[config.mk]
export PLATFORM = sky130hd
export DESIGN_NAME = notch_lms_sinusoid_canceller
export DESIGN_NICKNAME = d
export VERILOG_FILES = /design/src/rtl/core/nlsc_pkg.sv /design/src/rtl/core/nlsc_serial_mul.sv /design/src/rtl/core/notch_lms_sinusoid_canceller.sv
export VERILOG_INCLUDE_DIRS = /design/src /design/src/rtl/core
export SDC_FILE = /design/constraint.sdc
export NUM_CORES = 2
export LEC_CHECK = 0
export ABC_AREA = 1
export ABC_CLOCK_PERIOD_IN_PS = 9300
export BUFFER_PORTS_ARGS = -buffer_cell sky130_fd_sc_hd__buf_2
export CAP_MARGIN = 10
export CORE_MARGIN = 4
export CORE_UTILIZATION = 40
export CTS_CLUSTER_SIZE = 24
export DETAILED_ROUTE_END_ITERATION = 10
export SETUP_SLACK_MARGIN = 0.2
export SYNTH_ARGS = -nofsm -noshare
export SYNTH_HDL_FRONTEND = slang
export SYNTH_HIERARCHICAL = 1
export SYNTH_SLANG_ARGS = --single-unit
[constraint.sdc]
create_clock -name clock -period 9.3 [get_ports clock]
set_input_delay 0.93 -clock clock [delete_from_list [all_inputs] [get_ports clock]]
set_output_delay 0.93 -clock clock [all_outputs]
set_load 0.01 [all_outputs]
[src/rtl/core/notch_lms_sinusoid_canceller_macros.svh]
// Assertion macros shared by the canceller RTL.
`ifndef NOTCH_LMS_SINUSOID_CANCELLER_MACROS_SVH
`define NOTCH_LMS_SINUSOID_CANCELLER_MACROS_SVH

// The consequent must hold in the same cycle as the antecedent.
`define NLSC_ASSERT_SAME(label, clk, rst, ante, cons) \
   label: assert property (@(posedge clk) disable iff (rst) (ante) |-> (cons)) \
      else $error("nlsc assertion failed");

// The consequent must hold in the cycle after the antecedent.
`define NLSC_ASSERT_NEXT(label, clk, rst, ante, cons) \
   label: assert property (@(posedge clk) disable iff (rst) (ante) |=> (cons)) \
      else $error("nlsc assertion failed");

`endif

[src/rtl/core/nlsc_pkg.sv]
package nlsc_pkg;

   localparam int MUL_A_BITS = 40;
   localparam int MUL_B_BITS = 33;
   localparam int MUL_P_BITS = MUL_A_BITS + 1 + MUL_B_BITS;
   localparam int MUL_CNT_BITS = 6;

   typedef logic signed [MUL_A_BITS-1:0] mul_a_type;
   typedef logic signed [MUL_B_BITS-1:0] mul_b_type;
   typedef logic signed [MUL_P_BITS-1:0] mul_p_type;

   localparam logic [31:0] K1 = 32'd1686629713;
   localparam logic [31:0] K3 = 32'd693598668;
   localparam logic [31:0] K5 = 32'd85569306;
   localparam logic [31:0] K7 = 32'd5026995;
   localparam logic [31:0] K9 = 32'd172272;

   localparam int CSR_INDEX_BITS = 2;
   localparam int CSR_DATA_BITS = 32;
   localparam logic [CSR_INDEX_BITS-1:0] CSR_NOTCH_COS = 2'd0;
   localparam logic [CSR_INDEX_BITS-1:0] CSR_PHASE_STEP = 2'd1;
   localparam logic [CSR_INDEX_BITS-1:0] CSR_STEP_SIZE = 2'd2;
   localparam logic [15:0] STEP_SIZE_RESET = 16'd6554;

endpackage

[src/rtl/core/nlsc_serial_mul.sv]
module nlsc_serial_mul (
   input  logic               clock,
   input  logic               reset,
   input  logic               start,
   input  nlsc_pkg::mul_a_type a,
   input  nlsc_pkg::mul_b_type b,
   output logic               done,
   output nlsc_pkg::mul_p_type product
);

   localparam int AB = nlsc_pkg::MUL_A_BITS;
   localparam int BB = nlsc_pkg::MUL_B_BITS;
   localparam int CB = nlsc_pkg::MUL_CNT_BITS;

   nlsc_pkg::mul_a_type a_ff;
   logic [BB-1:0] b_ff, b_in;
   logic signed [AB:0] hi_ff, hi_in;
   logic [BB-1:0] lo_ff, lo_in;
   logic [CB-1:0] cnt_ff, cnt_in;
   logic done_ff, done_in;
   logic signed [AB+1:0] a_ext, addend, sum;

   always_comb begin
      a_ext = (AB+2)'(a_ff);
      if (!b_ff[0]) begin
         addend = '0;
      end else if (cnt_ff == CB'(1)) begin
         addend = -a_ext;
      end else begin
         addend = a_ext;
      end
      sum = (AB+2)'(hi_ff) + addend;
      hi_in = hi_ff;
      lo_in = lo_ff;
      b_in = b_ff;
      cnt_in = cnt_ff;
      done_in = 1'b0;
      if (start) begin
         hi_in = '0;
         lo_in = '0;
         b_in = b;
         cnt_in = CB'(BB);
      end else if (cnt_ff != '0) begin
         hi_in = sum[AB+1:1];
         lo_in = {sum[0], lo_ff[BB-1:1]};
         b_in = {1'b0, b_ff[BB-1:1]};
         cnt_in = cnt_ff - CB'(1);
         done_in = (cnt_ff == CB'(1));
      end
   end

   always_ff @(posedge clock) begin
      if (reset) begin
         cnt_ff <= '0;
         done_ff <= 1'b0;
      end else begin
         cnt_ff <= cnt_in;
         done_ff <= done_in;
      end
      if (start) begin
         a_ff <= a;
      end
      b_ff <= b_in;
      hi_ff <= hi_in;
      lo_ff <= lo_in;
   end

   assign done = done_ff;
   assign product = {hi_ff, lo_ff};

endmodule

[src/rtl/core/notch_lms_sinusoid_canceller.sv]
// Channel | Direction | Ports                                   | Beat
// req     | in        | req_valid/ready, sample, block_start    | one audio sample
// rsp     | out       | rsp_valid/ready, error_sample           | one error sample
// csr     | in        | csr_write_enable, csr_index, csr_data   | one register write
// Each sample takes 19 passes of a bit-serial multiplier, each pass a load and a
// wait state of the sequencer, with the idle and done states around the sample.
// Reset is synchronous, active high, and resets the state and the CSRs.
// A new sample is taken only when the sequencer is idle; one finished result
// may wait in the output register while the next sample is being worked on.
`include "notch_lms_sinusoid_canceller_macros.svh"

module notch_lms_sinusoid_canceller #(
   parameter int SAMPLE_BITS = 16,
   parameter int SINE_TABLE_DEPTH = 1024
) (
   input  logic                                   clock,
   input  logic                                   reset,
   input  logic                                   req_valid,
   output logic                                   req_ready,
   input  logic signed [SAMPLE_BITS-1:0]          req_sample,
   input  logic                                   req_block_start,
   output logic                                   rsp_valid,
   input  logic                                   rsp_ready,
   output logic signed [SAMPLE_BITS-1:0]          rsp_error_sample,
   input  logic                                   csr_write_enable,
   input  logic [nlsc_pkg::CSR_INDEX_BITS-1:0]    csr_index,
   input  logic [nlsc_pkg::CSR_DATA_BITS-1:0]     csr_data
);

   localparam int SH = 31 - SAMPLE_BITS;
   localparam int L = $clog2(SINE_TABLE_DEPTH);
   localparam int PB = nlsc_pkg::MUL_P_BITS;
   localparam int AB = nlsc_pkg::MUL_A_BITS;
   localparam int BB = nlsc_pkg::MUL_B_BITS;
   localparam int EB = 36;

   localparam logic [1:0] S_IDLE = 2'd0;
   localparam logic [1:0] S_LOAD = 2'd1;
   localparam logic [1:0] S_WAIT = 2'd2;
   localparam logic [1:0] S_DONE = 2'd3;

   localparam logic [2:0] P_UU = 3'd0;
   localparam logic [2:0] P_K9 = 3'd1;
   localparam logic [2:0] P_R5 = 3'd2;
   localparam logic [2:0] P_R3 = 3'd3;
   localparam logic [2:0] P_R1 = 3'd4;
   localparam logic [2:0] P_RU = 3'd5;

   localparam logic [4:0] OP_POLY_HALF = 5'd6;
   localparam logic [4:0] OP_POLY_END = 5'd11;
   localparam logic [4:0] OP_NOTCH = 5'd12;
   localparam logic [4:0] OP_ACOS = 5'd13;
   localparam logic [4:0] OP_BSIN = 5'd14;
   localparam logic [4:0] OP_ECOS = 5'd15;
   localparam logic [4:0] OP_MUA = 5'd16;
   localparam logic [4:0] OP_ESIN = 5'd17;
   localparam logic [4:0] OP_MUB = 5'd18;

   logic [1:0] state_ff, state_in;
   logic [4:0] op_ff, op_in;
   logic signed [SAMPLE_BITS-1:0] x_ff, d1_ff, d2_ff;
   logic signed [31:0] cw_ff, sw_ff;
   logic [31:0] phase_ff, phase_step_ff;
   logic signed [15:0] notch_cos_ff;
   logic [15:0] step_size_ff;
   logic [30:0] w_ff;
   logic [31:0] r_ff;
   logic [15:0] s0_ff, s1_ff;
   logic signed [EB-1:0] y_ff, acc_ff, e_ff;
   logic signed [AB-1:0] t_ff;
   logic rsp_valid_ff;
   logic signed [SAMPLE_BITS-1:0] rsp_data_ff;

   nlsc_pkg::mul_a_type mul_a;
   nlsc_pkg::mul_b_type mul_b;
   nlsc_pkg::mul_p_type prod;
   logic mul_start, mul_done;

   logic [L-1:0] idx;
   logic [1:0] q_s, q_c;
   logic [30:0] u0, u1, u_sel;
   logic half;
   logic [2:0] sub;
   logic [31:0] prod_hi;
   logic [17:0] rounded;
   logic [15:0] s_val;
   logic signed [15:0] cv, sv;
   logic signed [PB-1:0] notch_term, wide_tmp;
   logic signed [EB-1:0] y_new, shat;
   logic signed [40:0] w_sum;
   logic signed [31:0] w_sat;
   logic signed [EB-1:0] e_shift;
   logic signed [SAMPLE_BITS-1:0] o_sat;
   logic finish;

   nlsc_serial_mul u_mul (
      .clock   (clock),
      .reset   (reset),
      .start   (mul_start),
      .a       (mul_a),
      .b       (mul_b),
      .done    (mul_done),
      .product (prod)
   );

   function automatic logic signed [15:0] quarter_pick(logic [1:0] q, logic [15:0] sa,
                                                        logic [15:0] sb);
      logic signed [15:0] v;
      v = q[0] ? sb : sa;
      return q[1] ? -v : v;
   endfunction

   always_comb begin
      idx = phase_ff[31 -: L];
      q_s = idx[L-1 -: 2];
      q_c = q_s + 2'd1;
      u0 = 31'(idx[L-3:0]) << (32 - L);
      u1 = 31'(32'd1 << 30) - u0;
      half = (op_ff >= OP_POLY_HALF);
      sub = half ? 3'(op_ff - OP_POLY_HALF) : op_ff[2:0];
      u_sel = half ? u1 : u0;
      cv = quarter_pick(q_c, s0_ff, s1_ff);
      sv = quarter_pick(q_s, s0_ff, s1_ff);

      mul_a = '0;
      mul_b = '0;
      if (op_ff <= OP_POLY_END) begin
         case (sub)
            P_UU: begin
               mul_a = AB'(u_sel);
               mul_b = BB'(u_sel);
            end
            P_K9: begin
               mul_a = AB'(nlsc_pkg::K9);
               mul_b = BB'(w_ff);
            end
            P_RU: begin
               mul_a = AB'(r_ff);
               mul_b = BB'(u_sel);
            end
            default: begin
               mul_a = AB'(r_ff);
               mul_b = BB'(w_ff);
            end
         endcase
      end else begin
         case (op_ff)
            OP_NOTCH: begin
               mul_a = AB'(notch_cos_ff);
               mul_b = BB'(d1_ff);
            end
            OP_ACOS: begin
               mul_a = AB'(cw_ff);
               mul_b = BB'(cv);
            end
            OP_BSIN: begin
               mul_a = AB'(sw_ff);
               mul_b = BB'(sv);
            end
            OP_ECOS: begin
               mul_a = AB'(e_ff);
               mul_b = BB'(cv);
            end
            OP_ESIN: begin
               mul_a = AB'(e_ff);
               mul_b = BB'(sv);
            end
            default: begin
               mul_a = t_ff;
               mul_b = BB'({1'b0, step_size_ff});
            end
         endcase
      end

      prod_hi = prod[61:30];
      rounded = 18'((33'(prod_hi) + 33'd16384) >> 15);
      s_val = (rounded > 18'd32767) ? 16'd32767 : rounded[15:0];

      notch_term = (prod <<< SH) >>> 14;
      y_new = EB'((PB'(x_ff) <<< SH) - notch_term + (PB'(d2_ff) <<< SH));
      wide_tmp = prod >>> 15;
      shat = acc_ff + EB'(wide_tmp);
      w_sum = (op_ff == OP_MUA ? 41'(cw_ff) : 41'(sw_ff)) + 41'(prod >>> 16);
      if (w_sum > 41'sd2147483647) begin
         w_sat = 32'sh7fffffff;
      end else if (w_sum < -41'sd2147483648) begin
         w_sat = 32'sh80000000;
      end else begin
         w_sat = w_sum[31:0];
      end

      e_shift = e_ff >>> SH;
      if (e_shift > EB'((64'sd1 <<< (SAMPLE_BITS - 1)) - 1)) begin
         o_sat = {1'b0, {(SAMPLE_BITS-1){1'b1}}};
      end else if (e_shift < -EB'(64'sd1 <<< (SAMPLE_BITS - 1))) begin
         o_sat = {1'b1, {(SAMPLE_BITS-1){1'b0}}};
      end else begin
         o_sat = e_shift[SAMPLE_BITS-1:0];
      end

      finish = (state_ff == S_DONE) && (!rsp_valid_ff || rsp_ready);
      mul_start = (state_ff == S_LOAD);
      state_in = state_ff;
      op_in = op_ff;
      case (state_ff)
         S_IDLE: begin
            if (req_valid) begin
               state_in = S_LOAD;
               op_in = '0;
            end
         end
         S_LOAD: begin
            state_in = S_WAIT;
         end
         S_WAIT: begin
            if (mul_done) begin
               if (op_ff == OP_MUB) begin
                  state_in = S_DONE;
               end else begin
                  state_in = S_LOAD;
                  op_in = op_ff + 5'd1;
               end
            end
         end
         default: begin
            if (finish) begin
               state_in = S_IDLE;
            end
         end
      endcase
   end

   assign req_ready = (state_ff == S_IDLE);

   always_ff @(posedge clock) begin
      if (reset) begin
         state_ff <= S_IDLE;
         op_ff <= '0;
         rsp_valid_ff <= 1'b0;
         d1_ff <= '0;
         d2_ff <= '0;
         cw_ff <= '0;
         sw_ff <= '0;
         phase_ff <= '0;
         notch_cos_ff <= '0;
         phase_step_ff <= '0;
         step_size_ff <= nlsc_pkg::STEP_SIZE_RESET;
      end else begin
         state_ff <= state_in;
         op_ff <= op_in;
         if (finish) begin
            rsp_valid_ff <= 1'b1;
         end else if (rsp_ready) begin
            rsp_valid_ff <= 1'b0;
         end
         if (csr_write_enable) begin
            case (csr_index)
               nlsc_pkg::CSR_NOTCH_COS: notch_cos_ff <= csr_data[15:0];
               nlsc_pkg::CSR_PHASE_STEP: phase_step_ff <= csr_data;
               nlsc_pkg::CSR_STEP_SIZE: step_size_ff <= csr_data[15:0];
               default: begin
               end
            endcase
         end
         if (req_valid && req_ready && req_block_start) begin
            phase_ff <= '0;
         end else if (finish) begin
            phase_ff <= phase_ff + phase_step_ff;
         end
         if (finish) begin
            d2_ff <= d1_ff;
            d1_ff <= x_ff;
         end
         if ((state_ff == S_WAIT) && mul_done) begin
            if (op_ff == OP_MUA) begin
               cw_ff <= w_sat;
            end
            if (op_ff == OP_MUB) begin
               sw_ff <= w_sat;
            end
         end
      end
      if (req_valid && req_ready) begin
         x_ff <= req_sample;
      end
      if (finish) begin
         rsp_data_ff <= o_sat;
      end
      if ((state_ff == S_WAIT) && mul_done) begin
         if (op_ff <= OP_POLY_END) begin
            case (sub)
               P_UU: w_ff <= prod[60:30];
               P_K9: r_ff <= nlsc_pkg::K7 - prod_hi;
               P_R5: r_ff <= nlsc_pkg::K5 - prod_hi;
               P_R3: r_ff <= nlsc_pkg::K3 - prod_hi;
               P_R1: r_ff <= nlsc_pkg::K1 - prod_hi;
               default: begin
                  if (half) begin
                     s1_ff <= s_val;
                  end else begin
                     s0_ff <= s_val;
                  end
               end
            endcase
         end else begin
            case (op_ff)
               OP_NOTCH: y_ff <= y_new;
               OP_ACOS: acc_ff <= EB'(wide_tmp);
               OP_BSIN: e_ff <= y_ff - shat;
               OP_ECOS: t_ff <= AB'(wide_tmp);
               OP_ESIN: t_ff <= AB'(wide_tmp);
               default: begin
               end
            endcase
         end
      end
   end

   assign rsp_valid = rsp_valid_ff;
   assign rsp_error_sample = rsp_data_ff;

   `NLSC_ASSERT_NEXT(a_accept_busy, clock, reset, req_valid && req_ready, !req_ready)
   `NLSC_ASSERT_SAME(a_done_in_wait, clock, reset, mul_done, state_ff == S_WAIT)
   `NLSC_ASSERT_SAME(a_op_range, clock, reset, state_ff != S_IDLE, op_ff <= OP_MUB)
   `NLSC_ASSERT_NEXT(a_hold_done, clock, reset,
      (state_ff == S_DONE) && rsp_valid_ff && !rsp_ready, state_ff == S_DONE)

endmodule
==> metrics <==
met3 routed WL=11000 um; Max clock buf depth=3; Final period util=0.627; Clock Tree Root=clkbuf_16; top sig layer=met4; met2 wire len=69300 um; P&R area growth vs syn=10.4%; drt pass-1 iters=8; top-area cell type share of the netlist area=0.243; min Tclk post-route=5.83 ns; Mapped Cells=5855; num ports=74; area leader, netlist=edfxtp_1; H-Tree Depth=3; initial antenna violation count=4; critical path required time=9.68 ns; register area=0.0160 mm2; Final Non-Filler Cells=7351; Async SR Flop Fraction=0; WHS=0.444 ns; Final Hold Viols=0; DRC=0; Min-Delay Path Class=in -> reg; placement row count=119; CP endpoint kind=flop; vias in the first global route=37.4k; RSZ-0062 raised after global routing=no; Final HPWL DP=119000 um; multi-input logic area=0.0229 mm2; CTS Hold Buffers Added=0; met1 wire length=70800 um; Hold Path Stages=1; Post-CTS Resized=0; die width=336 um; P_leak=0.0214 uW; Antenna Nets Post-Route=0; Slew @ Worst Pin=1.12 ns; cell count along the critical path=23; Finish-stage setup viols=0; status=finished, final reports clean; CTS Buf Count=78; top cells by count, synth=nand2_1 (1327), inv_1 (821), nor2_1 (626), a21oi_1 (503), o21ai_0 (451); Netlist Area Pre-Place=0.0429 mm2; CP delay by family, top=buffers and inverters; Initial Utilization=0.406; Post-synth EDFFs=347; Die Area=0.113 mm2; Mapped Avg Cell Area=7.33 um2; CP max stage cell=inv_1; post-synthesis cell type count=71; Nets=6213; Remaining Overflow, GRT=0; critical path's largest stage delay=0.72 ns; largest cells by area after synthesis=edfxtp_1 (24%), dfxtp_1 (13%), nand2_1 (12%), inv_1 (7.2%), ha_1 (6.0%); buffer and inverter count on the worst path=7; first-pass GRT wire length=234000 um; Most Frequent Cell on Critical Path=inv_1; Setup Fix Bufs, Post-CTS=0; number of max-slew violations in the final report=0; GRT Total Usage=0.273; maxcap violations=0; clock latency on the worst-skew pair=0.66 ns; routed vias/inst=5.44; mean routed wirelength per cell=21.3 um; Yosys reg bits=628; relative slew slack=0.250; clock sinks=628; Seq/Total Area, Yosys=0.374; final wirelength=157000 um; Final GP Congestion=0.978; largest net degree at the start of global routing=147; Crit Path Class=reg -> reg; fillcell total=10.9k; power per cell area=285 mW/mm2; most frequent cell after synthesis=nand2_1; clock transition at the registers of the reported paths=0.07 ns; CORE AREA=0.106 mm2; final worst slack=3.47 ns; Setup TNS=0 ns; ratio of cells with drive above 1 in the final layout=0.0739; Yosys Warn Count=6; CTS tree=yes; cells along the critical path=inv_1 -> ha_1 -> nand2_1 -> nand3_2 -> a22oi_2 -> nor2_1 -> buf_4 -> inv_1 -> nor2_1 -> buf_4 -> inv_1 -> ha_1 -> inv_1 -> nor2_1 -> a22oi_1 -> nand2_1 -> a21oi_1 -> inv_1 -> a21oi_1 -> o21ai_0 -> or2_2 -> nand3_1 -> o311ai_0; fmax=172 MHz; crit path DAT=6.21 ns; Layout Skew=0.0316 ns; worst reg2reg path depth=23; critical path startpoint category=flop; dominant synthesized flop cell=edfxtp_1; VDD IR max=169 uV; Max FO, Critical Path=23; Initial DRC Count=4103; Placed Cells=7204; # port buffers=73; DP Worst Slack=3.59 ns; Die Ht=336 um; total vias in the final route=40.0k
==> stage by stage <==
step	instance area [um2]	util	power, uW
final	47400	0.448	13500
after global routing	47400	0.448	14400
after CTS	47400	0.448	13500
after detailed placement	44800	0.423	10300
after global placement	44800	0.423	10300
after floorplan	42900	-	8220
==> cells in the final DEF, fill, tap and decap left out, drive strengths merged, types with 3 or more instances in the layout <==
master	Yosys	final
a21boi	5	5
a31o	9	9
clkbuf	127	100
o22ai	17	17
o211ai	26	26
o311ai	4	4
a31oi	36	36
o21a	15	15
xor2	138	138
ha	206	206
o221ai	18	18
or2	19	19
nor4	17	17
o2111ai	7	7
nor2	651	651
clkinvlp	0	4
a211oi	10	10
edfxtp	347	347
dfxtp	281	281
xnor2	49	49
nor3b	3	3
a21o	26	26
o21ai	491	491
and3	5	5
clkinv	6	30
nor3	63	63
nand4	49	49
a21oi	508	508
a221oi	41	41
o21bai	26	26
and2	3	3
fa	58	58
a22oi	4	4
o31ai	11	11
bufinv	0	5
buf	61	145
inv	854	866
nand2	1351	1351
nand3	300	300
==> final cells by class <==
class / count / area share
clock buffers: 100 / 0.0449
diodes: 2 / 0.000106
inverters: 860 / 0.0681
flip-flops and latches: 628 / 0.338
clock inverters: 45 / 0.00947
multi-input cells: 4180 / 0.483
well taps: 1391 / 0.0367
repair buffers: 145 / 0.0194
==> final timing paths <==
check	from	to	slack, ns
worst min-delay path	req_sample[4]	x_ff[4]	0.44
worst min register to register	notch_cos_ff[3]	notch_cos_ff[3]	0.46
worst max-delay path	op_ff[0]	r_ff[18]	3.47
worst max register to register	op_ff[0]	r_ff[18]	3.47
==> registers in the layout, indices dropped and copies added (netlist names), 31 cells and up <==
signal         count
u_mul/hi_ff       41
t_ff              40
u_mul/a_ff        40
acc_ff            36
e_ff              36
y_ff              35
u_mul/b_ff        33
u_mul/lo_ff       33
cw_ff             32
phase_ff          32
phase_step_ff     32
r_ff              32
sw_ff             32
w_ff              31
==> cells by family after synthesis <==
kind of cell / synth area share
flops: 0.374
simple gates: 0.239
other cells: 0.0000874
fa+ha+maj: 0.0871
compound gates: 0.166
buf+inv: 0.0957
xor+xnor: 0.0383
==> power breakdown <==
part | internal, uW | total (uW) | switching [uW]
logic | 2010 | 6660 | 4650
clock network | 1780 | 3100 | 1320
registers | 3470 | 3770 | 295
==> per-layer routing <==
layer / vias up / global-route usage
met5: - / 0
met1: 18768 / 0.385
met3: 243 / 0.0331
met4: 0 / 0.0977
li1: 19431 / -
met2: 1546 / 0.433
(Power assumes the default switching activity.)
